### src/rtl/tsw_pkg.sv
// shared types and constants for the tar stream header walker
package tsw_pkg;

    localparam int SIZE_W = 36;
    localparam int CKS_W = 24;
    localparam int SUM_W = 17;
    localparam int POS_W = 9;

    localparam logic [1:0] KIND_DATA = 2'd0;
    localparam logic [1:0] KIND_HEADER = 2'd1;
    localparam logic [1:0] KIND_END = 2'd2;
    localparam logic [1:0] KIND_ERROR = 2'd3;

    localparam logic [POS_W-1:0] POS_SIZE_FIRST = 9'd124;
    localparam logic [POS_W-1:0] POS_SIZE_LAST = 9'd135;
    localparam logic [POS_W-1:0] POS_CKS_FIRST = 9'd148;
    localparam logic [POS_W-1:0] POS_CKS_LAST = 9'd155;
    localparam logic [POS_W-1:0] POS_TYPE = 9'd156;
    localparam logic [POS_W-1:0] POS_BLOCK_LAST = 9'd511;

    localparam logic [7:0] CKS_BLANK = 8'h20;
    localparam logic [7:0] TYPE_DIRECTORY = 8'h35;

    localparam logic [1:0] QUEUE_DEPTH = 2'd2;

    typedef struct packed {
        logic [1:0]        result_kind;
        logic [7:0]        out_byte;
        logic [SIZE_W-1:0] entry_size;
        logic [7:0]        type_flag;
        logic              last_of_file;
    } result_t;

endpackage

### src/rtl/tsw_front.sv
// byte classifier: header parsing, checksum check and data pass-through
module tsw_front import tsw_pkg::*; (
    input  logic       aclk,
    input  logic       aresetn,
    input  logic       step,
    input  logic [7:0] data_byte,
    output logic       push,
    output result_t    push_data
);

    typedef enum logic [1:0] {
        PH_SKIP,
        PH_DIGITS,
        PH_DONE
    } phase_t;

    typedef enum logic [1:0] {
        ST_RUNNING,
        ST_ENDED,
        ST_ERROR
    } status_t;

    typedef struct packed {
        phase_t            phase;
        logic [SIZE_W-1:0] value;
    } octal_t;

    function automatic octal_t octal_step(phase_t ph, logic [SIZE_W-1:0] val,
                                          logic [7:0] b);
        octal_t r;
        logic   digit;
        digit = (b inside {[8'h30:8'h37]});
        r.phase = ph;
        r.value = val;
        case (ph)
            PH_SKIP: begin
                if (digit) begin
                    r.value = {{(SIZE_W-3){1'b0}}, b[2:0]};
                    r.phase = PH_DIGITS;
                end
            end
            PH_DIGITS: begin
                if (digit) begin
                    r.value = {val[SIZE_W-4:0], b[2:0]};
                end else begin
                    r.phase = PH_DONE;
                end
            end
            default: ;
        endcase
        return r;
    endfunction

    status_t           status_reg, status_next;
    logic [POS_W-1:0]  pos_reg, pos_next;
    logic [SUM_W-1:0]  sum_reg, sum_next;
    logic              zero_reg, zero_next;
    logic [CKS_W-1:0]  cks_reg, cks_next;
    phase_t            cks_ph_reg, cks_ph_next;
    logic [SIZE_W-1:0] size_reg, size_next;
    phase_t            size_ph_reg, size_ph_next;
    logic [7:0]        type_reg, type_next;
    logic              data_mode_reg, data_mode_next;
    logic [SIZE_W-1:0] remain_reg, remain_next;

    octal_t            cks_oct, size_oct;
    logic [SIZE_W-1:0] size_final;
    logic              in_cks, in_size;

    always_comb begin
        status_next    = status_reg;
        pos_next       = pos_reg;
        sum_next       = sum_reg;
        zero_next      = zero_reg;
        cks_next       = cks_reg;
        cks_ph_next    = cks_ph_reg;
        size_next      = size_reg;
        size_ph_next   = size_ph_reg;
        type_next      = type_reg;
        data_mode_next = data_mode_reg;
        remain_next    = remain_reg;
        push           = 1'b0;
        push_data      = '0;
        size_final     = '0;
        in_cks         = (pos_reg inside {[POS_CKS_FIRST:POS_CKS_LAST]});
        in_size        = (pos_reg inside {[POS_SIZE_FIRST:POS_SIZE_LAST]});
        cks_oct        = '0;
        size_oct       = '0;

        if (step && status_reg == ST_RUNNING) begin
            pos_next = pos_reg + 1'b1;
            if (data_mode_reg) begin
                if (remain_reg != '0) begin
                    push                   = 1'b1;
                    push_data.result_kind  = KIND_DATA;
                    push_data.out_byte     = data_byte;
                    push_data.entry_size   = size_reg;
                    push_data.type_flag    = type_reg;
                    push_data.last_of_file = (remain_reg == {{(SIZE_W-1){1'b0}}, 1'b1});
                    remain_next            = remain_reg - 1'b1;
                end
                if (pos_reg == POS_BLOCK_LAST && remain_next == '0) begin
                    data_mode_next = 1'b0;
                end
            end else begin
                // start of a header block
                if (pos_reg == '0) begin
                    sum_next     = '0;
                    zero_next    = 1'b1;
                    cks_next     = '0;
                    cks_ph_next  = PH_SKIP;
                    size_next    = '0;
                    size_ph_next = PH_SKIP;
                end
                cks_oct = octal_step(cks_ph_next, {{(SIZE_W-CKS_W){1'b0}}, cks_next},
                                     data_byte);
                size_oct = octal_step(size_ph_next, size_next, data_byte);
                if (in_cks) begin
                    sum_next    = sum_next + {{(SUM_W-8){1'b0}}, CKS_BLANK};
                    cks_ph_next = cks_oct.phase;
                    cks_next    = cks_oct.value[CKS_W-1:0];
                end else begin
                    sum_next = sum_next + {{(SUM_W-8){1'b0}}, data_byte};
                end
                if (in_size) begin
                    size_ph_next = size_oct.phase;
                    size_next    = size_oct.value;
                end
                if (pos_reg == POS_TYPE) begin
                    type_next = data_byte;
                end
                if (data_byte != 8'd0) begin
                    zero_next = 1'b0;
                end

                if (pos_reg == POS_BLOCK_LAST) begin
                    push = 1'b1;
                    if (zero_next) begin
                        push_data.result_kind = KIND_END;
                        status_next           = ST_ENDED;
                    end else if ({{(CKS_W-SUM_W){1'b0}}, sum_next} != cks_next) begin
                        push_data.result_kind = KIND_ERROR;
                        status_next           = ST_ERROR;
                    end else begin
                        size_final = (type_next == TYPE_DIRECTORY) ? '0 : size_next;
                        size_next  = size_final;
                        push_data.result_kind = KIND_HEADER;
                        push_data.entry_size  = size_final;
                        push_data.type_flag   = type_next;
                        if (size_final != '0) begin
                            data_mode_next = 1'b1;
                            remain_next    = size_final;
                        end
                    end
                end
            end
        end
    end

    always_ff @(posedge aclk) begin
        if (!aresetn) begin
            status_reg    <= ST_RUNNING;
            pos_reg       <= '0;
            sum_reg       <= '0;
            zero_reg      <= 1'b1;
            cks_reg       <= '0;
            cks_ph_reg    <= PH_SKIP;
            size_reg      <= '0;
            size_ph_reg   <= PH_SKIP;
            type_reg      <= '0;
            data_mode_reg <= 1'b0;
            remain_reg    <= '0;
        end else begin
            status_reg    <= status_next;
            pos_reg       <= pos_next;
            sum_reg       <= sum_next;
            zero_reg      <= zero_next;
            cks_reg       <= cks_next;
            cks_ph_reg    <= cks_ph_next;
            size_reg      <= size_next;
            size_ph_reg   <= size_ph_next;
            type_reg      <= type_next;
            data_mode_reg <= data_mode_next;
            remain_reg    <= remain_next;
        end
    end

endmodule

### src/rtl/tsw_queue.sv
// two-entry result queue that drives the result channel
module tsw_queue import tsw_pkg::*; (
    input  logic    aclk,
    input  logic    aresetn,
    input  logic    push,
    input  result_t push_data,
    output logic    full,
    output logic    m_valid,
    input  logic    m_ready,
    output result_t head
);

    result_t    head_reg, head_next;
    result_t    tail_reg, tail_next;
    logic [1:0] count_reg, count_next;
    logic       pop;

    assign pop     = m_valid && m_ready;
    assign m_valid = (count_reg != 2'd0);
    assign full    = (count_reg == QUEUE_DEPTH);
    assign head    = head_reg;

    always_comb begin
        head_next  = head_reg;
        tail_next  = tail_reg;
        count_next = count_reg;
        case ({push, pop})
            2'b11: begin
                if (count_reg == 2'd1) begin
                    head_next = push_data;
                end else begin
                    head_next = tail_reg;
                    tail_next = push_data;
                end
            end
            2'b01: begin
                head_next  = tail_reg;
                count_next = count_reg - 2'd1;
            end
            2'b10: begin
                if (count_reg == 2'd0) begin
                    head_next = push_data;
                end else begin
                    tail_next = push_data;
                end
                count_next = count_reg + 2'd1;
            end
            default: ;
        endcase
    end

    always_ff @(posedge aclk) begin
        if (!aresetn) begin
            count_reg <= 2'd0;
        end else begin
            count_reg <= count_next;
        end
        head_reg <= head_next;
        tail_reg <= tail_next;
    end

endmodule

### src/rtl/tar_stream_header_walker.sv
// top level of the tar stream header walker
// Takes one archive byte per cycle in 512-byte blocks. Header blocks are
// summed and parsed as they stream in; the verdict (header accepted, end of
// archive or checksum error) is queued after the last byte of the block, and
// the first size bytes of the following data blocks are queued as data
// transfers, the final one flagged. A result is registered in the queue and leaves
// in the cycle after its byte at the earliest. The classifier keeps up with one
// byte per cycle; s_ready drops only while the two-entry result queue is full,
// so the rate is one byte per cycle whenever the result side takes a transfer
// each cycle. After an end of archive or a checksum error further bytes are
// accepted and dropped until reset.
module tar_stream_header_walker import tsw_pkg::*; (
    input  logic              aclk,
    input  logic              aresetn,
    input  logic              s_valid,
    output logic              s_ready,
    input  logic [7:0]        s_data_byte,
    output logic              m_valid,
    input  logic              m_ready,
    output logic [1:0]        m_result_kind,
    output logic [7:0]        m_out_byte,
    output logic [SIZE_W-1:0] m_entry_size,
    output logic [7:0]        m_type_flag,
    output logic              m_last_of_file
);

    logic    step;
    logic    push;
    logic    full;
    result_t push_data;
    result_t head;

    assign s_ready = !full;
    assign step    = s_valid && s_ready;

    tsw_front u_front (
        .aclk      (aclk),
        .aresetn   (aresetn),
        .step      (step),
        .data_byte (s_data_byte),
        .push      (push),
        .push_data (push_data)
    );

    tsw_queue u_queue (
        .aclk      (aclk),
        .aresetn   (aresetn),
        .push      (push),
        .push_data (push_data),
        .full      (full),
        .m_valid   (m_valid),
        .m_ready   (m_ready),
        .head      (head)
    );

    assign m_result_kind  = head.result_kind;
    assign m_out_byte     = head.out_byte;
    assign m_entry_size   = head.entry_size;
    assign m_type_flag    = head.type_flag;
    assign m_last_of_file = head.last_of_file;

    // a result only ever comes from an accepted byte
    a_push_from_transfer: assert property (@(posedge aclk) disable iff (!aresetn)
        push |-> step)
        else $error("result queued without an input transfer");

    // the walker stops after end of archive or checksum error
    a_stop_after_verdict: assert property (@(posedge aclk) disable iff (!aresetn)
        (push && (push_data.result_kind == KIND_END ||
                  push_data.result_kind == KIND_ERROR)) |=> !push)
        else $error("result queued after the walker stopped");

    // the last-byte flag belongs to data transfers only
    a_last_on_data: assert property (@(posedge aclk) disable iff (!aresetn)
        (m_valid && m_last_of_file) |-> (m_result_kind == KIND_DATA))
        else $error("last byte flag on a non-data transfer");

endmodule

### config.mk
export PLATFORM = sky130hd
export DESIGN_NAME = tar_stream_header_walker
export DESIGN_NICKNAME = d
export VERILOG_FILES = /design/src/rtl/tsw_pkg.sv /design/src/rtl/tsw_front.sv /design/src/rtl/tsw_queue.sv /design/src/rtl/tar_stream_header_walker.sv
export SDC_FILE = /design/constraint.sdc
export NUM_CORES = 1
export LEC_CHECK = 0
export BUFFER_PORTS_ARGS = -buffer_cell sky130_fd_sc_hd__clkbuf_2
export CAP_MARGIN = 30
export CORE_MARGIN = 5
export CORE_UTILIZATION = 55
export DETAILED_ROUTE_END_ITERATION = 16
export GPL_TIMING_DRIVEN = 0
export PLACE_DENSITY_LB_ADDON = 0.15
export SETUP_SLACK_MARGIN = 0.2
export SYNTH_ARGS = -nofsm -noshare
export SYNTH_HDL_FRONTEND = slang
export SYNTH_SLANG_ARGS = --single-unit
### constraint.sdc
create_clock -name aclk -period 11 [get_ports aclk]
set_clock_uncertainty 0.15 [all_clocks]
set_input_delay 2.2 -clock aclk [delete_from_list [all_inputs] [get_ports aclk]]
set_output_delay 2.2 -clock aclk [all_outputs]
set_load 0.03 [all_outputs]
==> flow_summary_export.csv, run 1 <==
group,metric,value,unit
job,maxCapViolCount,0,
setup_path,startpoint_type,"flip-flop",
setup_path,cp_max_fo,10,
setup_path,rrSetupSlack,3.46,ns
setup_path,rr_endpoint,"u_queue.head[15]$_DFFE_PP_",
pwr,vdd_drop_max,0.108,mV
timing,slew-limit-headroom,31.3,%
setup_path,rr_startpoint,"u_front.pos_reg[0]$_SDFFE_PN0P_",
global_route,grtUsageTotal,32.8,%
cells_and_area,nNetsFinal,1871,
synthesis,post_synth_num_cell_types,89,
synthesis,synth_seq_cells,250,
hold_path,min_to,"u_front.sum_reg[2]$_SDFFE_PN0P_",
synthesis,yosysWarnings,0,
synthesis,synth_area,15200,um2
clocking,ctsHoldBuffers,0,
placement,io_buffers,66,
synthesis,syn_area_per_cell,8.75,um2
pwr,power.density,140,nW/um2
setup_path,ff2ff_path_depth,22,
die,rows,61,
cells_and_area,diodes,0,
drt,route.vias.total,15000,
timing,final-hold-violation-count,0,
global_route,grt_first_pass_wirelength,81200,um
setup_path,crit_type,"flip-flop to flip-flop",
placement,hpwlAfterDp,38200,um
setup_path,worstSetupEndpointType,"flip-flop",
synthesis,ys.flop_type,"dfxtp_1",
global_route,gr-total-overflow,0,
hold_path,min_from,"u_front.sum_reg[2]$_SDFFE_PN0P_",
drt,via_per_inst,6.71,
clocking,cts_buffers,28,
placement,place_congestion,0.974,
drt,drtAntennaViolNets,0,
synthesis,yosysSeqAreaShare,40.1,%
clocking,root_buffer,"clkbuf_16",
die,die_area,31100,um2
timing,fin_crit_sh,68.5,%
timing,fmax,0.133,GHz
drt,wire_per_inst,23.3,um
clocking,cts_tree,"done",
pwr,p_leak,5.81,nW
die,core_region_area,27600,um2
global_route,grt_max_degree,35,
clocking,postCtsSetupRepairBufs,0,
timing,rsz0062_at_grt,"false",
drt,drc,0,
timing,period_needed,7.54,ns
setup_path,required,11.18,ns
clocking,numClockSinks,250,
timing,tns,0,ns
synthesis,synth_nets,1772,
die,start_util,55.3,%
timing,drv_slew,0,
cells_and_area,fillers,2458,
pwr,power.total,2.39,mW
die,die_w,176,um
hold_path,holdPathStages,2,
clocking,clk_latency,0.58,ns
drt,first_pass_iters,6,
global_route,grt_pass1_vias,13800,
synthesis,synth_edf_count,110,
clocking,htreeDepth,1,
drt,first_iter_violations,2036,
synthesis,synth-async-reset-ratio,0,%
synthesis,syn_inst,1742,
clocking,clk_path_buf_depth,3,
die,die_height,176,um
hold_path,hold_class,"flip-flop to flip-flop",
setup_path,arrival,7.72,ns
drt,wl,52200,um
timing,tightest_slew,1.02,ns
clocking,cts.clk_slew.worst_paths,0.06,ns
clocking,cts_resized,0,
timing,setup_viol,0,
run_status,status,"completed",
die,ios,69,
cells_and_area,area_growth,12.0,%
global_route,grt_antenna_before_repair,0,
cells_and_area,final_layout_size_suffix_gt1_share,9.68,%
[stage by stage]
step                      setup slack, ns  utilization (%)  hold WS [ns]  instances  area (um2)
after floorplan                      2.66                -         0.282       1742       15200
after global placement             -0.184             58.2         0.291       2186       16000
after detailed placement             3.14             58.6         0.294       2189       16100
after CTS                            3.67             62.0         0.302       2238       17100
after global routing                 3.07             62.0         0.327       2238       17100
final                                3.46             62.0         0.301       2238       17100
[kinds of logic (layout without fill, tap and decap cells)]
kind of cell / count (synthesis) / after routing / synth area share (%)
mux: 65 / 65 / 4.28
xor+xnor: 45 / 45 / 2.59
simple gates: 630 / 630 / 20.0
flops: 250 / 250 / 40.1
buf+inv: 173 / 291 / 4.75
fa+ha+maj: 19 / 19 / 1.59
compound gates: 560 / 560 / 26.8
[per-layer routing]
layer / vias to the layer above / part of all wire (%) / GRT usage, %
met5: - / 0 / 0
met4: 0 / 3.8 / 11.2
met3: 136 / 11 / 5.67
met2: 941 / 43 / 50.3
met1: 7124 / 42 / 47.0
li1: 6823 / - / -
[where the power goes]
| group | switching (mW) | total (mW) | leakage, nW | internal [mW] |
|---|---|---|---|---|
| Combinational | 0.283 | 0.407 | 3.38 | 0.124 |
| Clock | 0.393 | 0.958 | 0.450 | 0.565 |
| Sequential | 0.00864 | 1.02 | 1.98 | 1.01 |
[worst max-delay path by stage]
| stage | startpoint | to |
|---|---|---|
| detailed placement | s_valid | u_queue.tail_reg[29]$_DFFE_PP_ |
| floorplan | s_valid | u_queue.head[0]$_DFFE_PP_ |
| CTS | u_front.pos_reg[0]$_SDFFE_PN0P_ | u_queue.head[35]$_DFFE_PP_ |
| global route | u_front.pos_reg[0]$_SDFFE_PN0P_ | u_queue.head[41]$_DFFE_PP_ |
| finish | u_front.pos_reg[0]$_SDFFE_PN0P_ | u_queue.head[15]$_DFFE_PP_ |
| global placement | s_valid | u_queue.tail_reg[31]$_DFFE_PP_ |
[Yosys cell counts (all sizes together) (22+ instances only)]
| master | instances | area, um2 |
|---|---|---|
| nand2 | 260 | 976 |
| dfxtp | 140 | 2800 |
| nor2 | 125 | 482 |
| clkbuf | 122 | 464 |
| a21oi | 116 | 581 |
| edfxtp | 110 | 3300 |
| o21ai | 93 | 480 |
| a221oi | 86 | 766 |
| a22oi | 73 | 548 |
| mux2i | 63 | 631 |
| o2bb2ai | 57 | 624 |
| nand3 | 52 | 260 |
| and2 | 33 | 206 |
| nor3 | 32 | 165 |
| buf | 29 | 178 |
| xor2 | 27 | 236 |
| and3 | 24 | 150 |
| a211oi | 22 | 165 |
| inv | 22 | 82.6 |
[layout make-up]
type	instances	area (um2)	area share, %
timing repair buffer	69	405	2.37
clock buffer	40	786	4.60
multi-input combinational	1319	8440	49.4
buffer	151	642	3.76
sequential	250	6110	35.8
tap	378	473	2.77
inverter	22	82.6	0.484
clock inverter	9	141	0.828
[cells in the final DEF, fill, tap and decap left out, drive strengths merged, types with 8 or more instances in the layout]
cell | netlist | layout
inv | 22 | 22
a21o | 14 | 14
nand4 | 18 | 18
mux2i | 63 | 63
nand2 | 260 | 260
nand2b | 9 | 9
buf | 29 | 32
a221oi | 86 | 86
o2bb2ai | 57 | 57
dfxtp | 140 | 140
and3 | 24 | 24
a22oi | 73 | 73
xor2 | 27 | 27
edfxtp | 110 | 110
or3 | 12 | 12
a31oi | 21 | 21
clkbuf | 122 | 228
a211oi | 22 | 22
a211o | 10 | 10
nor4 | 20 | 20
ha | 17 | 17
nand3 | 52 | 52
xnor2 | 18 | 18
nor3 | 32 | 32
nand4b | 8 | 8
o21ai | 93 | 93
and2 | 33 | 33
o211ai | 8 | 8
or4 | 10 | 10
nor2 | 125 | 125
a21oi | 116 | 116
[critical path: stages, from the launching register on]
cell	delay [ns]
dfxtp_1	0.35
inv_1	0.09
ha_1	0.19
nor4b_2	0.60
nand2_1	0.30
buf_2	0.28
buf_2	0.24
clkbuf_1	0.27
clkbuf_1	0.32
and2_1	0.28
fa_1	0.46
a211o_1	0.33
a222oi_1	0.23
o21a_1	0.20
o21ai_0	0.09
a31oi_1	0.31
xor2_1	0.13
nor4_2	0.42
nand4b_1	0.38
nor2_2	0.46
a21oi_1	0.34
clkbuf_1	0.36
a221oi_1	0.49
(Power assumes the default switching activity.)
==> run 2: changes to the inputs <==
==> constraint.sdc (replaced) <==
create_clock -name aclk -period 6.1 [get_ports aclk]
set_clock_uncertainty 0.15 [all_clocks]
set_input_delay 1.22 -clock aclk [delete_from_list [all_inputs] [get_ports aclk]]
set_output_delay 1.22 -clock aclk [all_outputs]
set_load 0.03 [all_outputs]
==> run 2 against run 1 <==
Critical path depth increased by 2. Critical endpoint is now u_queue.tail_reg[36]$_DFFE_PP_. Worst setup slack got worse by 3.1 ns. Sequential power grew 80%. Power is 82% higher. Via count up 1.6%. Combinational power up 98%. Largest power group unchanged. Maximum frequency increased by 31%. Hold slack about the same.
==> flow_summary_export.csv, run 2 (synthesis gave the netlist of run 1 again) <==
group,metric,value,unit
run_status,status,"completed",
die,core_region_area,27600,um2
global_route,grt_antenna_before_repair,0,
die,rows,61,
clocking,htreeDepth,1,
global_route,grt_max_degree,36,
hold_path,hold_class,"flip-flop to flip-flop",
setup_path,crit_buf_inv,8,
setup_path,cpMostUsedCell,"buf_6",
placement,dp_cells,2189,
cells_and_area,nNetsFinal,1893,
global_route,grt-busiest-layer,"met2",
placement,io_buffers,66,
cells_and_area,final_layout_size_suffix_gt1_share,13.0,%
timing,tns,0,ns
die,die_area,31100,um2
pwr,p_leak,6.01,nW
timing,fin_crit_sh,94.4,%
setup_path,crit_path_top_delay_cell,"or4_1",
cells_and_area,final_common_cell,"nand2_1",
drt,drc,0,
setup_path,startpoint_type,"flip-flop",
clocking,cts.clk_slew.worst_paths,0.06,ns
die,start_util,55.3,%
timing,final-hold-violation-count,0,
placement,hpwlAfterDp,37600,um
clocking,root_buffer,"clkbuf_16",
timing,tightest_slew,0.999,ns
pwr,power.density,248,nW/um2
hold_path,min_from,"u_front.sum_reg[2]$_SDFFE_PN0P_",
global_route,gr-total-overflow,0,
global_route,use_met1,47.1,%
setup_path,crit_path_max_incr_delay,0.44,ns
drt,route.vias.total,15300,
setup_path,cp_max_fo,10,
drt,wire_per_inst,23.0,um
setup_path,crit_path_start,"u_front.pos_reg[0]$_SDFFE_PN0P_",
die,ios,69,
job,maxCapViolCount,0,
clocking,clk_path_buf_depth,3,
setup_path,arrival,6.01,ns
timing,slew-limit-headroom,33.0,%
setup_path,crit_chain,"inv_1 -> ha_2 -> nor4b_4 -> nand2_2 -> buf_6 -> buf_4 -> buf_6 -> buf_6 -> and2_4 -> fa_2 -> a211o_1 -> a222oi_1 -> o21a_1 -> or3_1 -> a31oi_2 -> xor2_1 -> nor4_4 -> nand3b_1 -> or4_1 -> buf_6 -> o21ai_4 -> buf_6 -> buf_8 -> o2bb2ai_2",
setup_path,required,6.35,ns
clocking,clk_latency,0.56,ns
setup_path,worstSetupEndpointType,"flip-flop",
global_route,grt_pass1_vias,13900,
die,die_w,176,um
setup_path,crit_type,"flip-flop to flip-flop",
timing,fmax,0.174,GHz
cells_and_area,finalNonFillerCells,2262,
placement,place_congestion,0.993,
cells_and_area,diodes,0,
die,die_height,176,um
cells_and_area,design_area,17500,um2
placement,place_area,16100,um2
clocking,cts_buffers,28,
drt,drtAntennaViolNets,0,
pwr,vdd_drop_max,0.208,mV
clocking,numClockSinks,250,
drt,wl,52100,um
setup_path,rr_startpoint,"u_front.pos_reg[0]$_SDFFE_PN0P_",
timing,setup_viol,0,
timing,period_needed,5.76,ns
cells_and_area,area_growth,15.0,%
drt,via_per_inst,6.75,
global_route,grt_first_pass_wirelength,80200,um
setup_path,critPathTopFamily,"simple AND/OR/NAND/NOR gates",
global_route,global_route.usage.met2,48.3,%
timing,drv_slew,0,
global_route,met3_usage,5.29,%
timing,rsz0062_at_grt,"false",
clocking,cts_tree,"done",
drt,first_iter_violations,2385,
drt,first_pass_iters,8,
cells_and_area,most-common-layout-cells,"nand2_1 (259), dfxtp_1 (139), nor2_1 (121)",
global_route,grtUsageTotal,32.2,%
pwr,power.total,4.34,mW
-- run 2: cell types whose count changed in the layout (fill, tap and decap cells not counted), sizes merged --
| cell | previous run | this run |
|---|---|---|
| buf | 32 | 58 |
| clkbuf | 228 | 215 |
| clkinv | 6 | 13 |
| clkinvlp | 0 | 3 |
| a21oi | 116 | 117 |
-- run 2: worst register-to-register path, stage by stage (launching register included) --
cell and delay (ns):
dfxtp_2 0.34, inv_1 0.08, ha_2 0.20, nor4b_4 0.27, nand2_2 0.14, buf_6 0.17, buf_4 0.19, buf_6 0.16
buf_6 0.15, and2_4 0.18, fa_2 0.41, a211o_1 0.33, a222oi_1 0.25, o21a_1 0.23, or3_1 0.16, a31oi_2 0.12
xor2_1 0.23, nor4_4 0.38, nand3b_1 0.19, or4_1 0.45, buf_6 0.17, o21ai_4 0.26, buf_6 0.16, buf_8 0.13
o2bb2ai_2 0.11
-- run 2: layer usage --
| metal | vias to the layer above | wire length [um] |
|---|---|---|
| met4 | 0 | 2180 |
| li1 | 6842 | - |
| met2 | 1024 | 22300 |
| met3 | 169 | 5960 |
| met1 | 7228 | 21700 |
| met5 | - | 0 |
-- run 2: cell type report --
type                       count  area (um2)
clock buffer                  32         726
fill                        2377       10000
buffer                       151         689
multi-input combinational   1320        8670
inverter                      22        82.6
tap                          378         473
timing repair buffer          90         591
clock inverter                19         184
sequential                   250        6110
-- run 2: per-stage QoR --
stage	utilization [%]	hold slack (ns)	setup slack, ns
2_1_floorplan	-	0.282	0.231
3_3_place_gp	58.3	0.292	-2.36
3_5_place_dp	58.6	0.294	-1.15
4_1_cts	62.9	0.302	0.220
5_1_grt	63.6	0.333	0.201
6_report	63.6	0.301	0.342
-- run 2: power by group --
part / internal, mW / switching, mW
combinational: 0.264 / 0.541
clock: 0.978 / 0.716
sequential: 1.82 / 0.0156
-- run 2: worst paths after layout --
path                                           to  slack [ns]  depth (start not counted)
hold / removal    u_front.sum_reg[2]$_SDFFE_PN0P_        0.30                          2
hold reg to reg   u_front.sum_reg[2]$_SDFFE_PN0P_        0.30                          2
setup reg to reg   u_queue.tail_reg[36]$_DFFE_PP_        0.34                         24
setup / recovery   u_queue.tail_reg[36]$_DFFE_PP_        0.34                         24
-- run 2: what timing repair did --
| action | in CTS | in global routing |
|---|---|---|
| hold buffers | 0 | 0 |
| cloned | 2 | 0 |
| pin swaps | 11 | 10 |
| resized for setup | 27 | 50 |
| setup endpoints to repair | 219 | 177 |
| setup buffers | 16 | 4 |
